### src/rtl/sbf_pkg.sv
// ----------------------------------------------------------------------------
// sbf_pkg: shared types and constants of the string Bloom filter
// Hash seeds and multipliers, the command queue depth, and queue status type.
// ----------------------------------------------------------------------------
package sbf_pkg;

   // Hash seeds and FNV-1a prime
   localparam logic [31:0] SEED_A    = 32'd5381;
   localparam logic [31:0] SEED_B    = 32'd0;
   localparam logic [31:0] SEED_C    = 32'd2166136261;
   localparam logic [31:0] FNV_PRIME = 32'd16777619;

   // Whitespace and case folding codes
   localparam logic [7:0] CH_SPACE   = 8'h20;
   localparam logic [7:0] CH_TAB     = 8'h09;
   localparam logic [7:0] CH_CR      = 8'h0D;
   localparam logic [7:0] CH_LF      = 8'h0A;
   localparam logic [7:0] CH_UPPER_A = 8'h41;
   localparam logic [7:0] CH_UPPER_Z = 8'h5A;
   localparam logic [7:0] CASE_BIT   = 8'h20;

   // Command queue between hash front and bit engine
   localparam int CMD_DEPTH = 4;

   // Operation codes
   localparam logic FUNC_INSERT = 1'b0;
   localparam logic FUNC_QUERY  = 1'b1;

   typedef struct packed {
      logic full;
      logic empty;
   } fifo_status_type;

endpackage

### src/rtl/sbf_cmd_fifo.sv
// ----------------------------------------------------------------------------
// sbf_cmd_fifo: short command queue
// Decouples the hash front from the bit engine; head entry shown while
// not empty.
// ----------------------------------------------------------------------------
module sbf_cmd_fifo #(
   parameter int WIDTH = 58
) (
   input  logic                     clock,
   input  logic                     reset,
   input  logic                     push,
   input  logic [WIDTH-1:0]         push_data,
   input  logic                     pop,
   output logic [WIDTH-1:0]         head_data,
   output sbf_pkg::fifo_status_type status
);
   import sbf_pkg::*;

   localparam int PTR_W = $clog2(CMD_DEPTH);

   logic [WIDTH-1:0] mem_ff [CMD_DEPTH];
   logic [PTR_W-1:0] wr_ptr_ff, rd_ptr_ff;
   logic [PTR_W:0]   count_ff;

   assign status.full  = (count_ff == (PTR_W+1)'(CMD_DEPTH));
   assign status.empty = (count_ff == '0);
   assign head_data    = mem_ff[rd_ptr_ff];

   // Storage
   always_ff @(posedge clock) begin
      if (push) begin
         mem_ff[wr_ptr_ff] <= push_data;
      end
   end

   // Pointers and fill count
   always_ff @(posedge clock) begin
      if (reset) begin
         wr_ptr_ff <= '0;
         rd_ptr_ff <= '0;
         count_ff  <= '0;
      end else begin
         if (push) begin
            wr_ptr_ff <= wr_ptr_ff + 1'b1;
         end
         if (pop) begin
            rd_ptr_ff <= rd_ptr_ff + 1'b1;
         end
         if (push && !pop) begin
            count_ff <= count_ff + 1'b1;
         end else if (pop && !push) begin
            count_ff <= count_ff - 1'b1;
         end
      end
   end

endmodule

### config.mk
export PLATFORM = sky130hd
export DESIGN_NAME = sbf_cmd_fifo
export DESIGN_NICKNAME = d
export VERILOG_FILES = /design/src/rtl/sbf_pkg.sv /design/src/rtl/sbf_cmd_fifo.sv
export SDC_FILE = /design/constraint.sdc
export NUM_CORES = 1
export LEC_CHECK = 0
export BUFFER_PORTS_ARGS = -buffer_cell sky130_fd_sc_hd__buf_2
export CAP_MARGIN = 5
export CORE_MARGIN = 2
export CORE_UTILIZATION = 35
export DETAILED_ROUTE_END_ITERATION = 12
export GPL_ROUTABILITY_DRIVEN = 0
export PLACE_DENSITY_LB_ADDON = 0.3
export SYNTH_ARGS = -nofsm -noshare
export SYNTH_HDL_FRONTEND = slang
export SYNTH_SLANG_ARGS = --single-unit
### constraint.sdc
create_clock -name clock -period 3.25 [get_ports clock]
set_clock_uncertainty 0.2 [all_clocks]
set_input_delay 0.325 -clock clock [delete_from_list [all_inputs] [get_ports clock]]
set_output_delay 0.325 -clock clock [all_outputs]
set_load 0.01 [all_outputs]
==> results by group <==
Synthesis
  – Avg Cell Area, Syn: 25.42 µm²
  – Largest cells by area after synthesis: edfxtp_1 79%, mux4_2 15%, dfxtp_1 2.0%, ha_1 0.71%, buf_12 0.68%
  – Post-synth top area cell: edfxtp_1
  – Syn_nets: 415
  – Register bit total from synthesis: 241
  – Mapped Area: 0.008822 mm²
  – Yosys top cell area share: 78.97%
  – Sequential share of the synthesized area: 81.01%
  – Post-synth cell types: 23
  – Synthesis warning total: 0
  – Synth Instances: 347

STA
  – Hold slack: 0.2995 ns
  – Endpoints failing hold: 0
  – Worst-Margin Slew: 0.9429 ns
  – Slew headroom: 37.14%
  – RSZ-0062 raised after global routing: false
  – Tmin final: 2.669 ns
  – Slew Viols, Final: 0
  – Final period utilization: 82.12%
  – Setup_tns: 0 ns
  – Setup ws final: 0.5810 ns
  – Final setup violation count: 0
  – Max Clock Freq: 374.7 MHz

Outcome
  – Status: finished, final reports clean

Drt
  – Antenna-violating nets left: 0
  – Routed WL: 16300 µm
  – Drt wl/cell: 18.24 µm
  – Initial drt markers: 248
  – Via density: 4.662
  – DRC: 0
  – DR vias: 4168
  – DR pass1 iterations: 4

Clock network
  – H-tree depth: 1
  – Reg clk slew, reported paths: 0.06 ns
  – Clock Sinks: 241
  – Bufs on Longest Clock Path: 3
  – CTS tree: yes
  – Clock Root Buffer: clkbuf_16
  – CTS Buf Count: 25
  – Clock Latency Late Sink: 0.51 ns

Global route
  – Global-route wire length before repair: 25630 µm
  – Vias in the first global route: 4644
  – Largest net degree at the start of global routing: 59
  – GRT Residual Overflow: 0
  – Initial antenna violation count: 1
  – GRT Total Usage: 12.61%

Cells and area
  – Final nets: 614
  – Share of layout cells above drive strength 1: 40.60%
  – Commonest non-fill, non-tap cells in the layout: 232 x edfxtp_1, 121 x buf_2, 62 x dlygate4sd3_1, 58 x mux4_2, 25 x clkbuf_16
  – Commonest non-fill, non-tap cell in the layout: edfxtp_1
  – Area Growth Syn to Fin: 27.98%
  – Design area: 0.01129 mm²
  – Number of diodes: 0

Floorplan
  – Area of the core: 0.02496 mm²
  – Initial Utilization: 35.34%
  – Ports: 122
  – Die W: 162.8 µm
  – Row cnt: 58
  – Die Ht: 162.8 µm
  – Die area: 0.02649 mm²

Power and ir drop
  – PD cells: 655.5 mW/mm²
  – Maximum VDD drop: 0.0003060 V
  – P_leak: 3.846 nW

Setup path
  – Kind of critical path: reg2out
  – Crit path max-delay family: flip-flops
  – Crit. End Element: primary output
  – Slowest CP cell: dfxtp_4
  – Crit-path cells: buf_4 -> mux4_2 -> buf_2
  – Worst setup SP type: register
  – Critical path buffers and inverters: 2
  – Worst-path fanout max: 17
  – Reg2Reg Setup Slack: 1.29 ns
  – Origin of the critical flop-to-flop path: wr_ptr_ff[0]
  – RR Endpoint: mem_ff[2][25]
  – Crit path largest cell delay: 0.57 ns
  – Critical Path RT: 2.72 ns
  – Worst Path Arrival: 2.14 ns
  – Cells on worst reg2reg path: 3

Placed design
  – Placed Area: 0.009769 mm²
  – Port bufs: 121
  – Pre-CTS setup slack: 1.039 ns
  – Post-DP HPWL: 8943 µm

Min path
  – WHS Endpoint: count_ff[2]
  – Hold_sp: count_ff[2]
  – Hold depth: 2
  – Worst min path class: reg2reg

Job
  – Max cap viols: 0
==> cells by family after synthesis <==
group | share of synthesized area (%)
XOR/XNOR | 0.4965
flip-flops | 81.01
adder cells (fa/ha/maj) | 0.9360
AND/OR/NAND/NOR | 0.8368
multiplexers | 15.03
buffers and inverters | 1.574
AO/OA/AOI/OAI | 0.1134
==> state kept, by name (all words and copies together), names as in the netlist, named ones only <==
register   cells
count_ff       3
rd_ptr_ff      2
mem_ff       232
wr_ptr_ff      2
==> metrics by stage <==
stage	total power [W]	instances	utilization [%]
2_1_floorplan	0.004079	347	-
3_3_place_gp	0.004319	787	39.13
3_5_place_dp	0.004343	787	39.13
4_1_cts	0.007515	894	45.23
5_1_grt	0.007699	894	45.23
6_report	0.007402	894	45.23
==> report_power, final <==
| group | internal (W) | switching [W] | leakage (nW) | total [W] |
|---|---|---|---|---|
| Sequential | 0.00357 | 0.0000758 | 2.21 | 0.00364 |
| Combinational | 0.000347 | 0.000323 | 1.20 | 0.000670 |
| Clock | 0.00194 | 0.00115 | 0.437 | 0.00309 |
==> tightest hold or removal path, stage by stage, from the launching register on <==
cell,delay (ns)
dfxtp_1,0.32
o21ai_0,0.07
a21oi_1,0.06
==> how the worst max path moves through the flow <==
stage,startpoint,to,depth (start not counted)
after floorplan,wr_ptr_ff[0],mem_ff[2][0],3
after global placement,register,head_data[53],3
after detailed placement,register,head_data[44],3
after CTS,register,head_data[53],3
after global routing,register,head_data[44],3
final,register,head_data[44],3
==> timing repair <==
item	4_1_cts	5_1_grt
endpoints found under the hold margin	241	0
resized for setup	0	0
hold buffers	62	0
setup buffers	0	0
==> metal layers <==
layer | vias up | wire length [µm] | GRT usage [%]
li1 | 1873 | - | -
met1 | 2155 | 6989 | 16.55
met2 | 110 | 8148 | 21.38
met3 | 28 | 811 | 2.623
met4 | 2 | 340 | 3.580
met5 | - | 13 | 0
==> area by class of cell <==
| cell class | count | area (µm²) |
|---|---|---|
| inverter | 4 | 15.01 |
| tap | 330 | 412.9 |
| sequential | 241 | 7154 |
| multi-input combinational | 88 | 1546 |
| fill | 2154 | 13670 |
| clock buffer | 31 | 668.1 |
| clock inverter | 14 | 232.7 |
| timing repair buffer | 186 | 1261 |
==> cell usage after synthesis (all sizes together) <==
cell type	instances
dfxtp	9
a21oi	1
ha	5
inv	4
nor3b	1
fa	1
nor3	1
or3	1
xor2	3
clkbuf	1
edfxtp	232
nand2	1
and2	4
xnor2	2
mux4	58
nor2	7
mux2i	2
buf	13
o21ai	1
(Power assumes the default switching activity.)
