`config.mk`:
```
export PLATFORM = sky130hd
export DESIGN_NAME = sbf_hash_front
export DESIGN_NICKNAME = d
export VERILOG_FILES = /design/src/rtl/sbf_pkg.sv /design/src/rtl/sbf_hash_front.sv
export SDC_FILE = /design/constraint.sdc
export NUM_CORES = 1
export LEC_CHECK = 0
export ABC_CLOCK_PERIOD_IN_PS = 12100
export BUFFER_PORTS_ARGS = -buffer_cell sky130_fd_sc_hd__buf_4
export CAP_MARGIN = 5
export CORE_MARGIN = 2
export CORE_UTILIZATION = 62
export CTS_CLUSTER_SIZE = 8
export DETAILED_ROUTE_END_ITERATION = 16
export PLACE_DENSITY_LB_ADDON = 0.05
export SLEW_MARGIN = 20
export SYNTH_ARGS = -nofsm -noshare
export SYNTH_HDL_FRONTEND = slang
export SYNTH_SLANG_ARGS = --single-unit
```
`constraint.sdc`:
```
create_clock -name clock -period 12.1 [get_ports clock]
set_input_delay 2.42 -clock clock [delete_from_list [all_inputs] [get_ports clock]]
set_output_delay 2.42 -clock clock [all_outputs]
set_load 0.02 [all_outputs]
```
`src/rtl/sbf_pkg.sv`:
```
// ----------------------------------------------------------------------------
// sbf_pkg: shared types and constants of the string Bloom filter
// Hash seeds and multipliers, the command queue depth, and queue status type.
// ----------------------------------------------------------------------------
package sbf_pkg;

   // Hash seeds and FNV-1a prime
   localparam logic [31:0] SEED_A    = 32'd5381;
   localparam logic [31:0] SEED_B    = 32'd0;
   localparam logic [31:0] SEED_C    = 32'd2166136261;
   localparam logic [31:0] FNV_PRIME = 32'd16777619;

   // Whitespace and case folding codes
   localparam logic [7:0] CH_SPACE   = 8'h20;
   localparam logic [7:0] CH_TAB     = 8'h09;
   localparam logic [7:0] CH_CR      = 8'h0D;
   localparam logic [7:0] CH_LF      = 8'h0A;
   localparam logic [7:0] CH_UPPER_A = 8'h41;
   localparam logic [7:0] CH_UPPER_Z = 8'h5A;
   localparam logic [7:0] CASE_BIT   = 8'h20;

   // Command queue between hash front and bit engine
   localparam int CMD_DEPTH = 4;

   // Operation codes
   localparam logic FUNC_INSERT = 1'b0;
   localparam logic FUNC_QUERY  = 1'b1;

   typedef struct packed {
      logic full;
      logic empty;
   } fifo_status_type;

endpackage

```
`src/rtl/sbf_hash_front.sv`:
```
// ----------------------------------------------------------------------------
// sbf_hash_front: key normalization and running hashes
// Folds case, trims whitespace, runs djb2, times-31 and FNV-1a hashes one byte
// per accepted cycle; at key end it emits a command with three bit positions.
// ----------------------------------------------------------------------------
module sbf_hash_front #(
   parameter int INDEX_BITS = 19
) (
   input  logic                    clock,
   input  logic                    reset,
   input  logic                    accept,
   input  logic                    func,
   input  logic [7:0]              key_byte,
   input  logic                    has_byte,
   input  logic                    last,
   output logic                    cmd_push,
   output logic [3*INDEX_BITS:0]   cmd_data
);
   import sbf_pkg::*;

   logic [31:0] run_a_ff, run_b_ff, run_c_ff;
   logic [31:0] run_a_in, run_b_in, run_c_in;
   logic [31:0] kept_a_ff, kept_b_ff, kept_c_ff;
   logic [31:0] kept_a_in, kept_b_in, kept_c_in;
   logic        seen_ff, seen_in;
   logic [7:0]  low_byte;
   logic [31:0] chr;
   logic [31:0] fnv_mix;
   logic        is_sp;
   logic        upd;
   logic        keep;

   // Case folding, whitespace detect, sign extension
   always_comb begin
      low_byte = key_byte;
      if (key_byte >= CH_UPPER_A && key_byte <= CH_UPPER_Z) begin
         low_byte = key_byte | CASE_BIT;
      end
      is_sp = (low_byte == CH_SPACE) || (low_byte == CH_TAB) ||
              (low_byte == CH_CR) || (low_byte == CH_LF);
      chr   = {{24{low_byte[7]}}, low_byte};
   end

   // Hash step: leading whitespace is skipped, trailing is undone via kept copy
   assign upd     = has_byte && (!is_sp || seen_ff);
   assign keep    = has_byte && !is_sp;
   assign fnv_mix = run_c_ff ^ chr;

   always_comb begin
      run_a_in  = run_a_ff;
      run_b_in  = run_b_ff;
      run_c_in  = run_c_ff;
      kept_a_in = kept_a_ff;
      kept_b_in = kept_b_ff;
      kept_c_in = kept_c_ff;
      seen_in   = seen_ff;
      if (upd) begin
         run_a_in = (run_a_ff << 5) + run_a_ff + chr;
         run_b_in = (run_b_ff << 5) - run_b_ff + chr;
         run_c_in = fnv_mix * FNV_PRIME;
      end
      if (keep) begin
         kept_a_in = run_a_in;
         kept_b_in = run_b_in;
         kept_c_in = run_c_in;
         seen_in   = 1'b1;
      end
   end

   // Command at key end: {func, pos_c, pos_b, pos_a}
   assign cmd_push = accept && last;
   assign cmd_data = {func, kept_c_in[INDEX_BITS-1:0], kept_b_in[INDEX_BITS-1:0],
                      kept_a_in[INDEX_BITS-1:0]};

   // Key state, back to seeds after each key
   always_ff @(posedge clock) begin
      if (reset || cmd_push) begin
         run_a_ff  <= SEED_A;
         run_b_ff  <= SEED_B;
         run_c_ff  <= SEED_C;
         kept_a_ff <= SEED_A;
         kept_b_ff <= SEED_B;
         kept_c_ff <= SEED_C;
         seen_ff   <= 1'b0;
      end else if (accept) begin
         run_a_ff  <= run_a_in;
         run_b_ff  <= run_b_in;
         run_c_ff  <= run_c_in;
         kept_a_ff <= kept_a_in;
         kept_b_ff <= kept_b_in;
         kept_c_ff <= kept_c_in;
         seen_ff   <= seen_in;
      end
   end

endmodule

```
==> summary.txt <==
STA
  – Final setup margin: roughly 1.4 ns
  – RSZ-0062 raised after global routing: false
  – Setup violations, final: 0
  – Rel. slew slack: 0.2876
  – Slew @ Worst Pin: 1.069 ns
  – Post-Route Skew: just over 0.005 ns
  – Total Neg Setup Slack: 0 ns
  – Final Hold Fails: 0
  – Fmax: 93.60 MHz
  – Crit share post-route: 0.8829
  – Fin. max-slew vios: 0
  – Post-layout minimum cycle time: about 11 ns

Clock network
  – CTS Buf Count: 17
  – CTS tree: done
  – H-tree Lvls: 4
  – Post-CTS Resized: 0
  – Maximum root-to-sink buffer count: 2
  – Clk_lat worst skew: 0.42 ns
  – Clk sinks: 115
  – Setup Buffers After CTS: 0
  – Hold buffers post-CTS: 0
  – Clock-pin slew on the worst setup and hold paths: 0.05 ns
  – Clk root buf: clkbuf_16

Synth
  – Synth top area cells: dfxtp_1 24%, ha_1 18%, fa_1 12%, nand2_1 7.1%, a21oi_1 5.2%
  – Post-synthesis share of cell area spent on xor and xnor gates: 0.07464
  – Adder-Cell Fraction of Synth Area: 0.2932
  – Post-synthesis compound-gate area fraction: 0.1467
  – Primary FF master, synth: dfxtp_1
  – Synth warnings: 0
  – Post-synth EDFFs: 0
  – Synth cell types: 58
  – Largest family of logic cells by synthesized area: adder cells
  – Asr flop ratio synth: 0
  – Post-synthesis sequential area ratio: 0.2364
  – Dominant cell type by area after synthesis: dfxtp_1
  – Flops & latches, synth: between 100 and 150
  – Mux share of post-synthesis cell area: 0.04663
  – Syn Area/Cell: around 8.6 sq um
  – Synth Instances: 1,136
  – Yosys top cell area share: 0.2364
  – Syn_nets: around 1,300
  – Mapped Area: 9739 sq um
  – Post-synthesis simple-gate area fraction: 0.1296

Global routing
  – Vias in the first global route: 7,734
  – First-pass GRT wire length: about 38 mm
  – GR Util All Layers: 0.2909
  – Largest net degree at the start of global routing: 88
  – Gr ovfl total: 0
  – Initial antenna violation count: 0

Finish
  – Leading cell type in the layout, fill and taps excluded: nand2_1
  – Antenna diode count: 0
  – Nets: ~1,400
  – Cell Count, Final, Fillers Out: 1,406
  – Commonest cells after routing, fill and taps aside: 184 x nand2_1, 137 x ha_1, 127 x inv_1, 115 x dfxtp_1, 102 x a21oi_1
  – P&R area growth vs syn: 12.92%
  – Finished Core Util: 0.7208
  – Fraction of layout cells with a size suffix above 1: 0.1372

Routing
  – Initial DRC count: 498
  – Final ANT Viol Nets: 0
  – Residual DRC: 0
  – Detailed Route WL: 23.06 mm
  – TritonRoute pass-1 iters: 5
  – Via count: 7,879
  – Drt via density: 5.604
  – WL/cell: 16.40 microns

Die
  – Die area: about 17,000 sq um
  – Starting density of the core: 0.6383
  – FP Rows: 45
  – Die H: 129.3 microns
  – Io pins: 73
  – Core Region: 15,260 sq um
  – Die X: 129.3 microns

Setup path
  – Crit-path max cell delay: approximately 0.56 ns
  – Setup Crit Path Kind: in -> out
  – Worst endpoint required time: 9.68 ns
  – WP data arrival: 8.26 ns
  – CP max stage cell: or4_1
  – Crit path cell chain: buf_4 > or4_4 > o221ai_2 > nand2_1 > xor2_1 > ha_1 > ha_1 > fa_1 > ha_1 > fa_1 > ha_1 > inv_1 > fa_1 > inv_1 > ha_1 > or4_1 > a31o_1 > a21oi_2 > xor2_1 > o21ai_0 > buf_4
  – Setup crit end kind: primary output
  – CP most frequent cell: ha_1
  – Startpoint types: input pin
  – Reg2Reg Depth: 20
  – Worst-path fanout max: 6

Placement
  – DP HPWL: between 15 and 20 mm
  – Post-Place Cells: 1,375
  – Final estimated routing congestion in global placement: 0.8895
  – Pre-CTS setup slack: 1.396 ns
  – Port bufs: 70

Run
  – Max-cap violations: 0

Run status
  – Status: finished clean

Min path
  – Hold path depth: 2
  – Hold WC Path Type: reg -> reg
[worst paths after layout]
kind                             startpoint                    endpoint  slack [ns]
setup / recovery                key_byte[3]                cmd_data[55]        1.42
hold / removal    kept_a_ff[5]$_SDFFE_PP0P_   kept_a_ff[5]$_SDFFE_PP0P_        0.45
setup reg to reg   run_c_ff[0]$_SDFFE_PP1P_  kept_c_ff[17]$_SDFFE_PP0P_        6.36
hold reg to reg   kept_a_ff[5]$_SDFFE_PP0P_   kept_a_ff[5]$_SDFFE_PP0P_        0.45
[cells in the mapped netlist, types with 6 or more instances]
library cell	instances
buf_2	24
and3_1	6
o31ai_1	7
a211o_1	8
a211oi_1	17
xnor2_1	48
fa_1	57
nor2_1	43
o21ai_0	42
nand2_1	185
inv_1	127
nor3_1	11
ha_1	137
dfxtp_1	115
o211ai_1	12
a21o_1	7
clkbuf_1	21
nand3_1	17
nor2b_1	9
o21bai_1	6
a21oi_1	102
xor2_1	35
mux2_2	39
[cells by family (layout without fill, tap and decap cells)]
group | after synthesis | count (layout)
mux | 40 | 40
buf+inv | 176 | 235
fa+ha+maj | 194 | 194
flops | 115 | 115
xor+xnor | 83 | 83
compound gates | 232 | 232
simple gates | 296 | 296
[registers in the layout (all words and copies together) (netlist names)]
name,count
kept_a_ff,19
run_b_ff,19
run_a_ff,19
kept_b_ff,19
run_c_ff,19
seen_ff,1
kept_c_ff,19
[metal layers]
layer / wire [microns] / GRT usage / vias to the layer above
li1: - / - / 3920
met1: 10840 / 0.3915 / 3735
met4: 345 / 0.09143 / 0
met5: 0 / 0 / -
met3: 1059 / 0.04459 / 27
met2: 10820 / 0.4833 / 197
[cell type report]
class	instances	area [sq um]
Multi-Input combinational cell	845	6736
Fill cell	1244	4260
Sequential cell	115	2302
Timing Repair Buffer	77	578.1
Inverter	127	476.7
Clock buffer	21	460.4
Tap cell	211	264.0
Clock inverter	10	180.2
[through the flow]
step                hold slack [ns]  area [sq um]
floorplan                    0.4329          9739
global placement             0.4385         10360
detailed placement           0.4452         10360
CTS                          0.4528         11000
global route                 0.4702         11000
finish                       0.4520         11000
[worst max-delay path, delay by kind of cell]
family / cells / cell delay [ns]
fa+ha+maj: 8 / 2.83
compound gates: 4 / 0.71
xor+xnor: 2 / 0.59
buf+inv: 4 / 0.42
simple gates: 3 / 1.29
Power is left out: the tool's default activity adds up to more than one toggle a clock period on the data nets, which glitch-free logic cannot reach.
